File: config.mk
export PLATFORM = sky130hd
export DESIGN_NAME = lcal_div
export DESIGN_NICKNAME = d
export VERILOG_FILES = /design/src/rtl/lcal_div.sv
export SDC_FILE = /design/constraint.sdc
export NUM_CORES = 1
export LEC_CHECK = 0
export ABC_AREA = 1
export BUFFER_PORTS_ARGS = -buffer_cell sky130_fd_sc_hd__buf_2
export CELL_PAD_IN_SITES_DETAIL_PLACEMENT = 1
export CELL_PAD_IN_SITES_GLOBAL_PLACEMENT = 1
export CORE_ASPECT_RATIO = 1.5
export CORE_MARGIN = 10
export CORE_UTILIZATION = 44
export CTS_CLUSTER_SIZE = 28
export DETAILED_ROUTE_END_ITERATION = 6
export PLACE_DENSITY_LB_ADDON = 0.1
export SYNTH_ARGS = -nofsm -noshare
export SYNTH_HDL_FRONTEND = slang
export SYNTH_SLANG_ARGS = --single-unit
File: constraint.sdc
create_clock -name clk -period 7.1 [get_ports clk]
set_input_delay 1.42 -clock clk [delete_from_list [all_inputs] [get_ports clk]]
set_output_delay 1.42 -clock clk [all_outputs]
set_load 0.01 [all_outputs]
File: src/rtl/lcal_div.sv
// restoring unsigned divider, one quotient bit per cycle
module lcal_div #(
  parameter int NUM_W = 48,
  parameter int DEN_W = 25
) (
  input  logic             clk,
  input  logic             rst,
  input  logic             start,
  input  logic [NUM_W-1:0] num,
  input  logic [DEN_W-1:0] den,
  output logic             done,
  output logic [NUM_W-1:0] quot
);

  localparam int CW = $clog2(NUM_W + 1);

  logic [DEN_W:0]   rem;
  logic [DEN_W-1:0] den_q;
  logic [CW-1:0]    cnt;
  logic             busy;
  logic [DEN_W:0]   trial;

  assign trial = {rem[DEN_W-1:0], quot[NUM_W-1]};

  always_ff @(posedge clk) begin
    if (rst) begin
      busy <= 1'b0;
      done <= 1'b0;
      cnt  <= '0;
    end else begin
      done <= 1'b0;
      if (start) begin
        busy  <= 1'b1;
        cnt   <= CW'(NUM_W);
        quot  <= num;
        den_q <= den;
        rem   <= '0;
      end else if (busy) begin
        if (trial >= {1'b0, den_q}) begin
          rem  <= trial - {1'b0, den_q};
          quot <= {quot[NUM_W-2:0], 1'b1};
        end else begin
          rem  <= trial;
          quot <= {quot[NUM_W-2:0], 1'b0};
        end
        cnt <= cnt - 1'b1;
        if (cnt == CW'(1)) begin
          busy <= 1'b0;
          done <= 1'b1;
        end
      end
    end
  end

endmodule

==> results.md <==
* Status: finished clean
* Startpoint types: input pin
* Setup TNS at 0 ps
* Worst path arrival time at ~3600 ps
* Clk root buf: clkbuf_16
* Synth Instances at just under 800
* Largest net degree at the start of global routing at between 70 and 80
* Power share of the combinational group at between 20% and 30%
* Synth Cell Area at 6190 sq um
* Final hold slack at about 530 ps
* Die height at 165 um
* Seq cells post-synth at between 100 and 150
* Core area at between 10000 and 15000 sq um
* Tcrit/Tclk final at 50.2%
* Total chip power at roughly 1800 uW
* Vias in the first global route at 6013
* Remaining DRCs at 0
* Die footprint at 19300 sq um
* Synth-to-Final Area Change at 17.0%
* LEAKAGE at roughly 0.0037 uW
* Sw Ratio at 34.9%
* Final setup vio count at 0
* Maximum clock frequency at roughly 280 MHz
* Cts hold-fix bufs at 0
* Crit-path max FO at 51
* Syn_area_per_cell at approximately 8.0 sq um
* Die W at 117 um
* Max Transition Viols Final at 0
* Power Internal at 1190 uW
* Vias at 5401
* Syn_nets at 880
* Post-synthesis sequential area ratio at 50.1%
* Worst Skew at 10.7 ps
* P_sw at 638 uW
* MaxCap Viol Count at 0
* Initial Util at about 44%
* Post-CTS sizing at 0
* Post-synth EDFFs at 98
* Drt initial violations at between 150 and 200
* Clock Tree Buf Depth at 2
* RSZ-0062 raised after global routing: false
* DR WL/cell at 16.9 um
* Fill count at 1769
* ANT nets after route at 0
* Register area at roughly 3100 sq um
* First-pass GRT wire length at 29200 um
* Async SR Flop Fraction at 0%
* Final wirelength at ~18000 um
* CP Capture Type: register
* Port bufs at 124
* Final nets at 1001
* CTS tree: yes
* Ys Warns at 0
* Most used DFF post-synth: edfxtp_1
* Clk slew on worst S/H paths at 70 ps
* Finished Core Util at between 50% and 60%
* CP Data Required Time at 7100 ps
* DRT Pass-1 Iters at 4
* H-tree level count at 3
* Clk pwr share at 26.5%
* CP Class: input pin to register
* Seq pwr share at between 40% and 50%
* Routability cong. at 0.856
* Slew margin rel. at 23.1%
* I/O pin cnt at 125
* Final Hold Vio Count at 0
* Worst-Margin Slew at 1150 ps
* CTS Buf Count at 9
* Row count at 53
* Worst hold path type: register to register
* Area occupied by multi-input gates at about 2600 sq um
* Power Density at between 200 and 300 nW/um^2
* Post-CTS Setup Bufs at 0
* Post-synth cell types at 38
* Clk_lat worst skew at roughly 350 ps
* Fin crit period at 3570 ps
* Total grt overflow at 0
* Share of cells above drive strength 1 at 18.3%
* Total global-route track usage at 19.3%
* Initial antenna violation count at 5
* Clock Sinks at 106
* Worst VDD drop at 0.112 mV
* Drt via density at a little over 5
* Detailed placement HPWL at 13800 um
==> final timing paths <==
kind              depth (start not counted)  slack (ps)  startpoint       end
hold / removal                            2         530      cnt[4]    cnt[4]
setup reg to reg                         15        3970    quot[47]   rem[13]
hold reg to reg                           2         530      cnt[4]    cnt[4]
setup / recovery                          7        3530       start  quot[25]
==> cell type report <==
cell class / instances / area share [%]
diodes: 1 / 0.0346
clock buffers: 9 / 3.11
clock inverters: 7 / 0.743
inverters: 114 / 5.91
multi-input cells: 538 / 35.5
flip-flops and latches: 106 / 42.9
well taps: 165 / 2.85
repair buffers: 128 / 8.99
==> logic make-up (layout without fill, tap and decap cells) <==
family	count (synthesis)	count (layout)	synth area share, %
AND/OR/NAND/NOR	454	454	30.0
buffers and inverters	132	258	8.43
flip-flops	106	106	50.1
AO/OA/AOI/OAI	41	41	3.60
adder cells (fa/ha/maj)	28	28	5.78
XOR/XNOR	15	15	2.12
other	0	1	0
==> cell usage in the layout (no fill, tap or decap), types with 4 or more instances in the layout <==
cell / netlist / routed
nor2_2: 5 / 6
dfxtp_1: 8 / 8
o21ai_1: 12 / 12
nand3b_1: 5 / 5
ha_1: 27 / 27
nand3_1: 23 / 23
nor2_1: 68 / 67
a21oi_1: 14 / 14
o21ai_0: 8 / 8
buf_4: 1 / 4
edfxtp_1: 98 / 98
xor2_1: 12 / 12
nand2_2: 7 / 8
nand4_1: 7 / 7
clkbuf_16: 0 / 9
buf_2: 0 / 124
nand2_1: 322 / 321
inv_1: 111 / 110
==> worst max-delay path, cell delays in order <==
cell,delay [ps]
buf_2,70
buf_4,420
inv_2,90
nor2_2,110
inv_1,70
nand2_2,830
buf_4,520
==> flip-flops by register name, summed over array words and instances, names as in the netlist <==
register and count:
done 1, busy 1, rem 25, quot 48, cnt 6, den_q 25
==> power by group through the flow <==
stage                     Combinational (uW)  Sequential (uW)  Clock, uW
final                                    542              802        484
after global routing                     618              810        517
after CTS                                550              803        492
after detailed placement                 546              814          0
after global placement                   524              813          0
after floorplan                          369              819          0
==> routing by layer <==
layer / up-vias / global-route usage (%) / share of wire, %
met3: 35 / 5.10 / 5.4
met2: 130 / 36.0 / 53
li1: 2680 / - / -
met1: 2550 / 19.8 / 38
met4: 6 / 7.27 / 3.0
met5: - / 0 / 0.21
==> per-stage QoR <==
stage	cells	area [sq um]	setup WS (ps)
after global routing	1067	7240	3310
after CTS	1067	7240	3480
after global placement	1051	6960	3240
after detailed placement	1051	6960	3120
after floorplan	776	6190	1920
final	1068	7240	3530
==> cell usage after synthesis (all sizes together), types with 7 or more instances <==
| cell type | instances | share of area (%) |
|---|---|---|
| o21ai | 20 | 1.6 |
| nand4 | 7 | 0.71 |
| buf | 8 | 0.91 |
| ha | 27 | 5.5 |
| dfxtp | 8 | 2.6 |
| clkbuf | 10 | 0.61 |
| xor2 | 12 | 1.7 |
| a21oi | 15 | 1.3 |
| nand3 | 24 | 2.0 |
| inv | 113 | 6.9 |
| nor2 | 74 | 4.8 |
| edfxtp | 98 | 48 |
| nand2 | 329 | 20 |
No activity file was read; power rests on OpenSTA's default activity.
