<file path="src/rtl/lcal_store.sv">
// per-channel calibration record memory with reset-valid bits
module lcal_store #(
  parameter int DEPTH = 4,
  parameter int DATA_W = 8,
  parameter int ADDR_W = 2,
  parameter logic [DATA_W-1:0] RESET_VAL = '0
) (
  input  logic              clk,
  input  logic              rst,
  input  logic              we,
  input  logic [ADDR_W-1:0] waddr,
  input  logic [DATA_W-1:0] wdata,
  input  logic              re,
  input  logic [ADDR_W-1:0] raddr,
  output logic [DATA_W-1:0] rdata
);

  logic [DATA_W-1:0] mem [DEPTH];
  logic [DEPTH-1:0]  valid;

  always_ff @(posedge clk) begin
    if (we) begin
      mem[waddr] <= wdata;
    end
    if (re) begin
      rdata <= valid[raddr] ? mem[raddr] : RESET_VAL;
    end
  end

  always_ff @(posedge clk) begin
    if (rst) begin
      valid <= '0;
    end else if (we) begin
      valid[waddr] <= 1'b1;
    end
  end

endmodule

</file>
<file path="config.mk">
export PLATFORM = sky130hd
export DESIGN_NAME = lcal_store
export DESIGN_NICKNAME = d
export VERILOG_FILES = /design/src/rtl/lcal_store.sv
export SDC_FILE = /design/constraint.sdc
export NUM_CORES = 1
export LEC_CHECK = 0
export BUFFER_PORTS_ARGS = -buffer_cell sky130_fd_sc_hd__buf_2
export CAP_MARGIN = 20
export CORE_AREA = 2 2 78 80
export CTS_BUF_LIST = sky130_fd_sc_hd__clkbuf_2 sky130_fd_sc_hd__clkbuf_4 sky130_fd_sc_hd__clkbuf_8
export DETAILED_ROUTE_END_ITERATION = 16
export DIE_AREA = 0 0 80 82
export GPL_TIMING_DRIVEN = 1
export PLACE_DENSITY = 0.46
export RECOVER_POWER = 50
export SLEW_MARGIN = 30
export SYNTH_ARGS = -nofsm -noshare
export SYNTH_HDL_FRONTEND = slang
export SYNTH_SLANG_ARGS = --single-unit
</file>
<file path="constraint.sdc">
create_clock -name clk -period 2 [get_ports clk]
set_clock_uncertainty 0.1 [all_clocks]
set_input_delay 0.5 -clock clk [delete_from_list [all_inputs] [get_ports clk]]
set_output_delay 0.5 -clock clk [all_outputs]
set_load 0.05 [all_outputs]
</file>
==> impl_metrics.sql, run 1 <==
INSERT INTO impl_metrics (metric_group, metric, value, unit) VALUES
('run_status', 'outcome', 'complete, no violations', ''),
('power', 'clock_power_share', '0.312', ''),
('routing', 'final_antenna_net_count', '0', ''),
('sta', 'final-max-slew-violation-count', '0', ''),
('power', 'swShare', '0.210', ''),
('cts', 'cts_tree', 'built', ''),
('sta', 'fmax', '0.601', 'GHz'),
('cts', 'worst_skew_pair.late_latency', '0.29', 'ns'),
('routing', 'totalWireLength', '2720', 'um'),
('sta', 'hold_slack', '0.301', 'ns'),
('routing', 'post_drt_wl_per_cell', '15.1', 'um'),
('yosys', 'yosys_register_bits', '44', ''),
('yosys', 'synth_largest_type_area_fraction', '0.727', ''),
('grt', 'track_usage', '0.0950', ''),
('finish', 'area_added_between_synthesis_and_finish', '16.7', '%'),
('yosys', 'yosysWarnings', '0', ''),
('cts', 'cts_resized', '0', ''),
('power', 'switchingPower', '0.364', 'mW'),
('cts', 'ctsRootBufferMaster', 'sky130_fd_sc_hd__clkbuf_8', ''),
('worst_setup_path', 'crit_arrival', '1.60', 'ns'),
('floorplanning', 'rows', '28', ''),
('sta', 'grt_setup_unrepaired', 'no', ''),
('cts', 'cts.htree.levels', '2', ''),
('power', 'power.share.sequential', '0.612', ''),
('finish', 'final.fill_count', '579', ''),
('yosys', 'synth_fp_nets', '90', ''),
('finish', 'antenna_cells_inserted', '0', ''),
('worst_setup_path', 'timing.setup.critical_path_class', 'input port to register', ''),
('floorplanning', 'start_util', '0.288', ''),
('sta', 'slew_headroom', '0.581', ''),
('finish', 'multi_input_gate_area', '348', 'um^2'),
('grt', 'grt_remaining_overflow', '0', ''),
('sta', 'max_slew.worst_pin.slew', '0.629', 'ns'),
('worst_setup_path', 'critical_path.endpoint_type', 'register', ''),
('placement', 'gp_congestion', '0.664', ''),
('power', 'power_frac_comb', '0.076', ''),
('yosys', 'synth_area_leaders', 'sky130_fd_sc_hd__edfxtp_1, sky130_fd_sc_hd__mux4_1, sky130_fd_sc_hd__dfxtp_1, sky130_fd_sc_hd__and2_1, sky130_fd_sc_hd__mux4_2', ''),
('sta', 'finalHoldViolations', '0', ''),
('sta', 'final-setup-viol-count', '0', ''),
('cts', 'post-cts-setup-buffers', '0', ''),
('floorplanning', 'floorplan.io_pins', '24', ''),
('yosys', 'ys_types', '16', ''),
('routing', 'route.vias.total', '773', ''),
('routing', 'via_density_per_instance', '4.29', ''),
('cts', 'path_clk_slew', '0.08', 'ns'),
('min_path', 'hold_crit_class', 'input port to register', ''),
('yosys', 'yosys.area.top_type', 'sky130_fd_sc_hd__edfxtp_1', ''),
('floorplanning', 'die-area', '6560', 'um^2'),
('routing', 'drt_iter0_drc', '46', ''),
('finish', 'layout.area.seq', '1280', 'um^2'),
('floorplanning', 'die_w', '80', 'um'),
('sta', 'period_minus_slack', '1.66', 'ns'),
('job', 'timing.max_cap.violations', '0', ''),
('yosys', 'synth_seq_area_share', '0.775', ''),
('power', 'cellInternalPower', '1.37', 'mW'),
('yosys', 'mean_instance_size_in_the_synthesized_netlist', '22.3', 'um^2'),
('cts', 'cts_buffer_depth', '2', ''),
('power', 'max-vdd-ir-drop', '0.380', 'mV'),
('power', 'power.leakage', '0.678', 'nW'),
('yosys', 'netlist_area', '1650', 'um^2'),
('floorplanning', 'dieHeight', '82', 'um'),
('finish', 'finalCoreUtilization', '0.336', ''),
('cts', 'cts_hold_buf', '0', ''),
('sta', 'finalCritPeriodShare', '0.831', ''),
('routing', 'route.detailed.drc', '0', ''),
('grt', 'grt_start_max_net_pins', '14', ''),
('finish', 'design.final.nets', '120', ''),
('placement', 'numPortBuffers', '23', ''),
('grt', 'antenna_violations_before_repair', '0', ''),
('grt', 'grt_first_pass_wirelength', '4440', 'um'),
('worst_setup_path', 'path_max_fanout', '9', ''),
('cts', 'cts_inserted_buffers', '5', ''),
('floorplanning', 'placeableCoreArea', '5750', 'um^2'),
('yosys', 'synth_cells', '74', ''),
('routing', 'detail_route.first_pass.iterations', '3', ''),
('worst_setup_path', 'cp.required', '1.94', 'ns'),
('power', 'powerDensity', '900', 'nW/um^2'),
('worst_setup_path', 'startpoint_type', 'input port', ''),
('cts', 'cts_num_sinks', '44', ''),
('finish', 'fraction_of_layout_cells_with_a_size_suffix_above_1', '0.229', ''),
('grt', 'first_global_vias', '839', '');
-- registers in the layout, indices dropped and copies added (netlist names) --
register	count
valid	4
rdata	8
mem	32
-- layer usage --
metal	vias to the layer above	wire (um)	global-route usage
met5	-	0	0
met4	0	37	0.0407
met3	7	138	0.0352
met2	24	1320	0.152
met1	381	1230	0.116
li1	361	-	-
-- critical path: stages --
cell and delay (ns):
sky130_fd_sc_hd__buf_2 0.27, sky130_fd_sc_hd__mux4_2 0.65, sky130_fd_sc_hd__and2_1 0.19
-- layout by cell type (no fill, tap or decap) --
cell	Yosys	layout
sky130_fd_sc_hd__clkbuf_4	0	2
sky130_fd_sc_hd__mux4_2	1	1
sky130_fd_sc_hd__and2_1	8	8
sky130_fd_sc_hd__buf_2	0	13
sky130_fd_sc_hd__clkbuf_1	0	12
sky130_fd_sc_hd__edfxtp_1	40	40
sky130_fd_sc_hd__clkinv_2	0	1
sky130_fd_sc_hd__inv_1	2	2
sky130_fd_sc_hd__nand3b_1	1	1
sky130_fd_sc_hd__clkbuf_8	0	5
sky130_fd_sc_hd__nor3b_1	1	1
sky130_fd_sc_hd__and3_1	1	1
sky130_fd_sc_hd__mux4_1	8	8
sky130_fd_sc_hd__o21ba_2	2	2
sky130_fd_sc_hd__a21oi_1	1	1
sky130_fd_sc_hd__dfxtp_1	4	4
sky130_fd_sc_hd__and3b_1	1	1
sky130_fd_sc_hd__a31oi_1	1	1
sky130_fd_sc_hd__nor2_1	1	1
-- kinds of logic after synthesis --
family,Yosys count,share of synthesized area
flip-flops,44,0.775
AND/OR/NAND/NOR,13,0.0507
multiplexers,9,0.141
AO/OA/AOI/OAI,4,0.0189
buffers and inverters,4,0.0144
-- stage by stage --
| stage | cells | cell area [um^2] | total power, mW | setup slack, ns | setup TNS, ns |
|---|---|---|---|---|---|
| final | 180 | 1930 | 1.74 | 0.337 | 0 |
| after global routing | 180 | 1930 | 1.80 | 0.294 | 0 |
| after CTS | 180 | 1950 | 1.76 | 0.309 | 0 |
| after detailed placement | 172 | 1860 | 1.22 | -0.00343 | -0.00343 |
| after global placement | 172 | 1860 | 1.22 | 0.0308 | 0 |
| after floorplan | 74 | 1650 | 1.17 | 0.280 | 0 |
-- cell usage after synthesis --
master / count
sky130_fd_sc_hd__and3b_1: 1
sky130_fd_sc_hd__nor3b_1: 1
sky130_fd_sc_hd__a21oi_1: 1
sky130_fd_sc_hd__o21ba_2: 2
sky130_fd_sc_hd__edfxtp_1: 40
sky130_fd_sc_hd__dfxtp_1: 4
sky130_fd_sc_hd__nand3b_1: 1
sky130_fd_sc_hd__buf_6: 1
sky130_fd_sc_hd__and3_1: 1
sky130_fd_sc_hd__a31oi_1: 1
sky130_fd_sc_hd__and2_1: 8
sky130_fd_sc_hd__mux4_2: 1
sky130_fd_sc_hd__inv_1: 2
sky130_fd_sc_hd__mux4_1: 8
sky130_fd_sc_hd__nor2_1: 1
sky130_fd_sc_hd__clkbuf_2: 1
-- layout make-up --
type,instances,share of cell area
Sequential cell,44,0.664
Multi-Input combinational cell,26,0.180
Timing Repair Buffer,25,0.0571
Tap cell,75,0.0486
Clock buffer,7,0.0435
Inverter,2,0.00389
Clock inverter,1,0.00259
-- path summary, 6_finish.rpt --
check	startpoint	to	slack [ns]	cells past startpoint
worst min-delay path	rst	valid[1]	0.30	2
worst max-delay path	raddr[0]	rdata[0]	0.34	3
worst min register to register	valid[1]	valid[1]	0.37	2
worst max register to register	mem[1][0]	rdata[0]	0.57	2
-- power groups by stage --
stage	clock, mW	sequential [mW]	combinational (mW)
2_1_floorplan	0	1.11	0.0536
3_3_place_gp	0	1.08	0.135
3_5_place_dp	0	1.08	0.139
4_1_cts	0.557	1.06	0.139
5_1_grt	0.591	1.07	0.143
6_report	0.542	1.06	0.132
(Power assumes the default switching activity.)
==> run 2, diff against run 1 <==
--- a/config.mk
+++ b/config.mk
@@ -12,7 +12,7 @@
 export DETAILED_ROUTE_END_ITERATION = 16
 export DIE_AREA = 0 0 80 82
 export GPL_TIMING_DRIVEN = 1
-export PLACE_DENSITY = 0.46
+export PLACE_DENSITY = 0.48
 export RECOVER_POWER = 50
 export SLEW_MARGIN = 30
 export SYNTH_ARGS = -nofsm -noshare
==> constraint.sdc (replaced) <==
create_clock -name clk -period 1.4 [get_ports clk]
set_clock_uncertainty 0.1 [all_clocks]
set_input_delay 0.35 -clock clk [delete_from_list [all_inputs] [get_ports clk]]
set_output_delay 0.35 -clock clk [all_outputs]
set_load 0.05 [all_outputs]
==> impl_metrics.sql, run 2 (synthesis gave the netlist of run 1 again) <==
INSERT INTO impl_metrics (metric_group, metric, value, unit) VALUES
('power', 'powerDensity', '1250', 'nW/um^2'),
('finish', 'area_added_between_synthesis_and_finish', '21.3', '%'),
('routing', 'route.vias.total', '795', ''),
('sta', 'max_slew.worst_pin.slew', '0.433', 'ns'),
('floorplanning', 'rows', '28', ''),
('routing', 'final_antenna_net_count', '0', ''),
('finish', 'max_flop_register', 'mem', ''),
('cts', 'cts.htree.levels', '2', ''),
('grt', 'grt_remaining_overflow', '0', ''),
('cts', 'ctsRootBufferMaster', 'sky130_fd_sc_hd__clkbuf_8', ''),
('finish', 'fraction_of_layout_cells_with_a_size_suffix_above_1', '0.363', ''),
('finish', 'most_common_cell_after_layout_fill_and_taps_aside', 'sky130_fd_sc_hd__edfxtp_1', ''),
('floorplanning', 'die_w', '80', 'um'),
('worst_setup_path', 'crit_chain', 'mux4_2 -> and2_4', ''),
('min_path', 'hold_crit_class', 'input port to register', ''),
('sta', 'fmax', '0.709', 'GHz'),
('sta', 'final-max-slew-violation-count', '0', ''),
('sta', 'layout_setup_ws', '-0.00964', 'ns'),
('sta', 'finalCritPeriodShare', '1.01', ''),
('floorplanning', 'dieHeight', '82', 'um'),
('cts', 'cts_tree', 'built', ''),
('power', 'max-vdd-ir-drop', '0.423', 'mV'),
('cts', 'cts_buffer_depth', '2', ''),
('placement', 'dpl_cell_area', '1930', 'um^2'),
('power', 'cellInternalPower', '1.98', 'mW'),
('floorplanning', 'placeableCoreArea', '5750', 'um^2'),
('cts', 'cts_hold_buf', '0', ''),
('cts', 'worst_skew_pair.late_latency', '0.28', 'ns'),
('finish', 'design.final.nets', '128', ''),
('routing', 'route.detailed.drc', '0', ''),
('power', 'power.leakage', '0.727', 'nW'),
('floorplanning', 'floorplan.io_pins', '24', ''),
('worst_setup_path', 'cp.required', '1.35', 'ns'),
('routing', 'via_density_per_instance', '4.23', ''),
('floorplanning', 'die-area', '6560', 'um^2'),
('worst_setup_path', 'critPathSlowestCell', 'sky130_fd_sc_hd__mux4_2', ''),
('placement', 'numPortBuffers', '23', ''),
('worst_setup_path', 'cpLargestDelayFamily', 'multiplexers', ''),
('grt', 'track_usage', '0.0892', ''),
('worst_setup_path', 'timing.critical_path.slowest_cell_delay', '0.55', 'ns'),
('grt', 'first_global_vias', '847', ''),
('grt', 'antenna_violations_before_repair', '0', ''),
('cts', 'post-cts-setup-buffers', '0', ''),
('finish', 'finish.instance_area', '2010', 'um^2'),
('finish', 'largest_registers', 'mem (32), rdata (8), valid (4)', ''),
('routing', 'drt_iter0_drc', '35', ''),
('power', 'switchingPower', '0.520', 'mW'),
('run_status', 'failed_checks', 'setup timing', ''),
('sta', 'period_minus_slack', '1.41', 'ns'),
('cts', 'path_clk_slew', '0.08', 'ns'),
('cts', 'cts_num_sinks', '44', ''),
('finish', 'largest_reg_flops', '32', ''),
('power', 'fin_total_pwr', '2.50', 'mW'),
('worst_setup_path', 'startpoint_type', 'register', ''),
('job', 'timing.max_cap.violations', '0', ''),
('power', 'power_frac_comb', '0.084', ''),
('sta', 'hold_slack', '0.161', 'ns'),
('finish', 'layout.area.seq', '1280', 'um^2'),
('worst_setup_path', 'crit_arrival', '1.36', 'ns'),
('finish', 'most_frequent_cells_in_the_layout', 'sky130_fd_sc_hd__edfxtp_1, sky130_fd_sc_hd__buf_2, sky130_fd_sc_hd__buf_4', ''),
('floorplanning', 'start_util', '0.288', ''),
('finish', 'antenna_cells_inserted', '0', ''),
('sta', 'slew_headroom', '0.711', ''),
('routing', 'post_drt_wl_per_cell', '14.1', 'um'),
('power', 'clock_power_share', '0.309', ''),
('worst_setup_path', 'path_max_fanout', '8', ''),
('cts', 'cts_inserted_buffers', '5', ''),
('sta', 'final-setup-viol-count', '2', ''),
('worst_setup_path', 'timing.setup.critical_path_class', 'register to register', ''),
('routing', 'totalWireLength', '2660', 'um'),
('run_status', 'outcome', 'complete, but fails checks', ''),
('grt', 'grt_start_max_net_pins', '14', ''),
('sta', 'finalHoldViolations', '0', ''),
('finish', 'multi_input_gate_area', '353', 'um^2'),
('routing', 'detail_route.first_pass.iterations', '3', ''),
('worst_setup_path', 'critical_path.endpoint_type', 'register', ''),
('power', 'swShare', '0.208', ''),
('finish', 'final.fill_count', '557', ''),
('grt', 'grt_first_pass_wirelength', '4130', 'um'),
('placement', 'gp_congestion', '0.730', ''),
('sta', 'grt_setup_unrepaired', 'yes', ''),
('worst_setup_path', 'critical_path_buffer_and_inverter_count', '0', ''),
('power', 'power.share.sequential', '0.608', '');
run 2: changes by cell type in the layout (fill, tap and decap cells not counted):
cell                       change
sky130_fd_sc_hd__nor3b_1       -1
sky130_fd_sc_hd__and2_4        +3
sky130_fd_sc_hd__mux4_2        +2
sky130_fd_sc_hd__dfxtp_1       -1
sky130_fd_sc_hd__buf_4        +11
sky130_fd_sc_hd__nor3b_2       +1
sky130_fd_sc_hd__and2_1        -3
sky130_fd_sc_hd__dfxtp_2       +1
sky130_fd_sc_hd__clkbuf_1      -2
sky130_fd_sc_hd__buf_2         -1
sky130_fd_sc_hd__mux4_1        -2
run 2: worst paths after layout:
path              startpoint        to  slack [ns]  cells past startpoint
setup / recovery    valid[3]  rdata[4]       -0.01                      2
hold / removal           rst  valid[1]        0.16                      2
setup reg to reg    valid[3]  rdata[4]       -0.01                      2
hold reg to reg     valid[1]  valid[1]        0.37                      2
run 2: final cells by class:
class | instances | share of cell area
flip-flops and latches | 44 | 0.639
clock inverters | 1 | 0.00250
well taps | 75 | 0.0468
repair buffers | 33 | 0.0898
clock buffers | 7 | 0.0418
inverters | 2 | 0.00374
multi-input cells | 26 | 0.176
run 2: per-stage QoR:
stage	cells	setup TNS (ns)	worst slack, ns	util
2_1_floorplan	74	-0.757	-0.111	-
3_3_place_gp	180	-2.89	-0.375	0.335
3_5_place_dp	180	-3.11	-0.408	0.335
4_1_cts	188	-0.0483	-0.0135	0.351
5_1_grt	188	-0.144	-0.0254	0.349
6_report	188	-0.00974	-0.00964	0.349
run 2: power by group through the flow:
stage                     sequential [mW]  clock (mW)  combinational (mW)
after CTS                            1.52       0.802               0.215
after detailed placement             1.55           0               0.210
after global placement               1.55           0               0.206
final                                1.52       0.772               0.209
after global routing                 1.52       0.861               0.225
after floorplan                      1.59           0              0.0799
run 2: what timing repair did:
item,CTS,global route
pin swaps,1,1
gates resized for setup,5,2
cloned,0,0
setup endpoints to repair,8,8
run 2: routing by layer:
| metal | vias to the layer above | track usage | routed length [um] |
|---|---|---|---|
| met3 | 2 | 0.0385 | 134 |
| li1 | 379 | - | - |
| met1 | 396 | 0.0952 | 1070 |
| met5 | - | 0 | 0 |
| met2 | 18 | 0.156 | 1430 |
| met4 | 0 | 0.0356 | 23 |
==> run 3, diff against run 2 <==
--- a/config.mk
+++ b/config.mk
@@ -5,14 +5,15 @@
 export SDC_FILE = /design/constraint.sdc
 export NUM_CORES = 1
 export LEC_CHECK = 0
+export ABC_AREA = 1
 export BUFFER_PORTS_ARGS = -buffer_cell sky130_fd_sc_hd__buf_2
 export CAP_MARGIN = 20
-export CORE_AREA = 2 2 78 80
+export CORE_AREA = 2 2 83 85
 export CTS_BUF_LIST = sky130_fd_sc_hd__clkbuf_2 sky130_fd_sc_hd__clkbuf_4 sky130_fd_sc_hd__clkbuf_8
 export DETAILED_ROUTE_END_ITERATION = 16
-export DIE_AREA = 0 0 80 82
+export DIE_AREA = 0 0 85 87
 export GPL_TIMING_DRIVEN = 1
-export PLACE_DENSITY = 0.48
+export PLACE_DENSITY = 0.47
 export RECOVER_POWER = 50
 export SLEW_MARGIN = 30
 export SYNTH_ARGS = -nofsm -noshare
==> impl_metrics.sql, run 3 <==
INSERT INTO impl_metrics (metric_group, metric, value, unit) VALUES
('sta', 'finalCritPeriodShare', '0.947', ''),
('cts', 'cts_num_sinks', '44', ''),
('sta', 'finalSetupTns', '0', 'ns'),
('yosys', 'synth_area_leaders', 'sky130_fd_sc_hd__edfxtp_1, sky130_fd_sc_hd__inv_1, sky130_fd_sc_hd__nand2_1, sky130_fd_sc_hd__nand3_1, sky130_fd_sc_hd__dfxtp_1', ''),
('worst_setup_path', 'critical_path.endpoint_type', 'output pin', ''),
('min_path', 'hold_crit_class', 'input port to register', ''),
('yosys', 'synthMostInstantiatedCell', 'sky130_fd_sc_hd__inv_1', ''),
('cts', 'cts_buffer_depth', '2', ''),
('run_status', 'outcome', 'complete, no violations', ''),
('floorplanning', 'floorplan.io_pins', '24', ''),
('routing', 'route.layer.met1.wl', '1630', 'um'),
('cts', 'cts_resized', '0', ''),
('worst_setup_path', 'critical_path_buffer_and_inverter_count', '1', ''),
('placement', 'numPortBuffers', '23', ''),
('min_path', 'holdPathEnd', 'valid[2]', ''),
('worst_setup_path', 'slack_of_the_worst_reg_to_reg_path', '0.31', 'ns'),
('finish', 'final.fill_count', '668', ''),
('cts', 'cts_hold_buf', '0', ''),
('sta', 'period_minus_slack', '1.33', 'ns'),
('floorplanning', 'rows', '30', ''),
('yosys', 'yosys.area.top_type', 'sky130_fd_sc_hd__edfxtp_1', ''),
('yosys', 'yosysWarnings', '0', ''),
('routing', 'route.detailed.drc', '0', ''),
('yosys', 'synth_cells', '179', ''),
('cts', 'ctsRootBufferMaster', 'sky130_fd_sc_hd__clkbuf_8', ''),
('yosys', 'post_synth_fa_ha_maj_area_fraction', '0', ''),
('floorplanning', 'die-area', '7400', 'um^2'),
('worst_setup_path', 'startpoint_type', 'register', ''),
('finish', 'most_common_cell_after_layout_fill_and_taps_aside', 'sky130_fd_sc_hd__inv_1', ''),
('routing', 'route.vias.total', '1158', ''),
('routing', 'route.top_layer_used', 'met4', ''),
('routing', 'routed-wl-met2', '1410', 'um'),
('routing', 'wire_length_on_met3', '143', 'um'),
('sta', 'final-max-slew-violation-count', '0', ''),
('finish', 'most_frequent_cells_in_the_layout', 'sky130_fd_sc_hd__inv_1, sky130_fd_sc_hd__nand2_1, sky130_fd_sc_hd__edfxtp_1', ''),
('grt', 'first_global_vias', '1081', ''),
('routing', 'post_drt_wl_per_cell', '11.1', 'um'),
('cts', 'worst_skew_pair.late_latency', '0.30', 'ns'),
('worst_setup_path', 'crit_chain', 'buf_2', ''),
('placement', 'dp_hpwl', '2390', 'um'),
('yosys', 'synth_xor_xnor_area_share', '0', ''),
('worst_setup_path', 'timing.setup.critical_path_class', 'register to output pin', ''),
('yosys', 'dominantRegCellSynth', 'sky130_fd_sc_hd__edfxtp_1', ''),
('routing', 'totalWireLength', '3240', 'um'),
('finish', 'max_flop_register', 'mem', ''),
('floorplanning', 'placeableCoreArea', '6570', 'um^2'),
('routing', 'detail_route.first_pass.iterations', '4', ''),
('min_path', 'hold_depth', '2', ''),
('placement', 'gp_congestion', '0.722', ''),
('yosys', 'synth_fp_nets', '195', ''),
('yosys', 'synth_async_sr_flop_share', '0', ''),
('finish', 'fraction_of_layout_cells_with_a_size_suffix_above_1', '0.178', ''),
('worst_setup_path', 'path_max_fanout', '1', ''),
('worst_setup_path', 'cpLargestDelayFamily', 'flip-flops', ''),
('min_path', 'hold_path.startpoint', 'rst', ''),
('worst_setup_path', 'critPathSlowestCell', 'sky130_fd_sc_hd__edfxtp_1', ''),
('yosys', 'ys_types', '13', ''),
('worst_setup_path', 'timing.reg2reg.worst_path_depth', '6', ''),
('yosys', 'mean_instance_size_in_the_synthesized_netlist', '10.5', 'um^2'),
('grt', 'antenna_violations_before_repair', '0', ''),
('finish', 'largest_registers', 'mem (32), rdata (8), valid (4)', ''),
('grt', 'track_usage', '0.0957', ''),
('yosys', 'synthSimpleGateAreaFrac', '0.179', ''),
('worst_setup_path', 'timing.critical_path.slowest_cell_delay', '0.32', 'ns'),
('grt', 'grt_start_max_net_pins', '16', ''),
('power', 'max-vdd-ir-drop', '0.458', 'mV'),
('cts', 'cts_inserted_buffers', '5', ''),
('yosys', 'synth_mux_area_frac', '0', ''),
('finish', 'largest_reg_flops', '32', ''),
('finish', 'area_added_between_synthesis_and_finish', '22.4', '%'),
('sta', 'slew_headroom', '0.634', ''),
('grt', 'grt_remaining_overflow', '0', ''),
('sta', 'grt_setup_unrepaired', 'no', ''),
('yosys', 'synth_largest_type_area_fraction', '0.639', ''),
('worst_setup_path', 'crit_arrival', '0.88', 'ns'),
('power', 'power.leakage', '1.09', 'nW'),
('floorplanning', 'dieHeight', '87', 'um'),
('sta', 'final-setup-viol-count', '0', ''),
('cts', 'path_clk_slew', '0.08', 'ns'),
('yosys', 'synth_seq_area_share', '0.682', ''),
('worst_setup_path', 'reg2reg_from', 'valid[3]', ''),
('floorplanning', 'start_util', '0.286', ''),
('sta', 'max_slew.worst_pin.slew', '0.549', 'ns'),
('grt', 'grt_first_pass_wirelength', '5310', 'um'),
('finish', 'antenna_cells_inserted', '0', ''),
('yosys', 'synth_compound_gate_area_share', '0.0107', ''),
('floorplanning', 'die_w', '85', 'um'),
('sta', 'finalHoldViolations', '0', ''),
('yosys', 'netlist_area', '1880', 'um^2'),
('yosys', 'synth_enable_flop_cells', '40', ''),
('cts', 'post-cts-setup-buffers', '0', ''),
('finish', 'design.final.nets', '229', ''),
('yosys', 'synth.top_cells.by_count', 'sky130_fd_sc_hd__inv_1, sky130_fd_sc_hd__nand2_1, sky130_fd_sc_hd__edfxtp_1, sky130_fd_sc_hd__nand3_1, sky130_fd_sc_hd__nand2_2', ''),
('routing', 'drt_iter0_drc', '116', ''),
('yosys', 'synth_top_family_by_area', 'simple AND/OR/NAND/NOR gates', ''),
('worst_setup_path', 'cp.required', '0.95', 'ns'),
('worst_setup_path', 'capture_instance_of_the_worst_register_to_register_path', 'rdata[1]', ''),
('yosys', 'yosys_register_bits', '44', ''),
('finish', 'finish.instance_area', '2300', 'um^2'),
('sta', 'fmax', '0.755', 'GHz'),
('power', 'powerDensity', '1280', 'nW/um^2'),
('routing', 'final_antenna_net_count', '0', ''),
('cts', 'cts_tree', 'built', ''),
('placement', 'dpl_cell_area', '2200', 'um^2'),
('job', 'timing.max_cap.violations', '0', ''),
('routing', 'via_density_per_instance', '3.95', ''),
('cts', 'cts.htree.levels', '2', '');
run 3: changes by cell type after synthesis, sizes merged, moves of 2 or more:
cell	previous run	this run
a21oi	1	4
o21ba	2	0
buf	1	4
inv	2	52
nand2	0	53
and2	8	0
nand3	0	22
mux4	9	0
run 3: layer usage:
metal  track usage  vias to the layer above
li1              -                      616
met1         0.134                      513
met2         0.136                       24
met3        0.0294                        5
met4        0.0433                        0
met5             0                        -
run 3: area by class of cell:
class / instances / area [um^2] / share of cell area
Clock buffer: 5 / 68.8 / 0.0299
Clock inverter: 2 / 60.1 / 0.0261
Inverter: 52 / 200 / 0.0870
Multi-Input combinational cell: 79 / 357 / 0.155
Sequential cell: 44 / 1280 / 0.557
Tap cell: 80 / 100 / 0.0435
Timing Repair Buffer: 31 / 234 / 0.102
run 3: kinds of logic after synthesis:
kind of cell / after synthesis
buffers and inverters: 56
and+or+nand+nor: 75
AOI/OAI and AO/OA: 4
DFF: 44
run 3: through the flow:
stage | utilization | setup WS (ns) | instances | total power [mW] | hold WS, ns
final | 0.350 | 0.0746 | 293 | 2.94 | 0.149
after floorplan | - | 0.155 | 179 | 1.74 | 0.319
after detailed placement | 0.335 | 0.0472 | 286 | 1.86 | 0.357
after CTS | 0.355 | 0.0626 | 293 | 2.99 | 0.142
after global placement | 0.335 | 0.0425 | 286 | 1.86 | 0.360
after global routing | 0.350 | 0.0243 | 293 | 3.06 | 0.151
run 3: report_power, final:
part,total (mW),internal (mW),leakage [nW],switching [mW]
Combinational,0.299,0.0998,0.613,0.199
Sequential,1.52,1.51,0.409,0.0136
Clock,1.12,0.702,0.0642,0.422
run 3: worst max path at each step:
stage / startpoint / endpoint / cells past startpoint
after global routing: rdata[2] / rdata[2] / 1
after global placement: raddr[0] / rdata[3] / 8
after CTS: rdata[0] / rdata[0] / 1
after floorplan: raddr[0] / rdata[0] / 8
final: rdata[0] / rdata[0] / 1
after detailed placement: raddr[0] / rdata[3] / 8
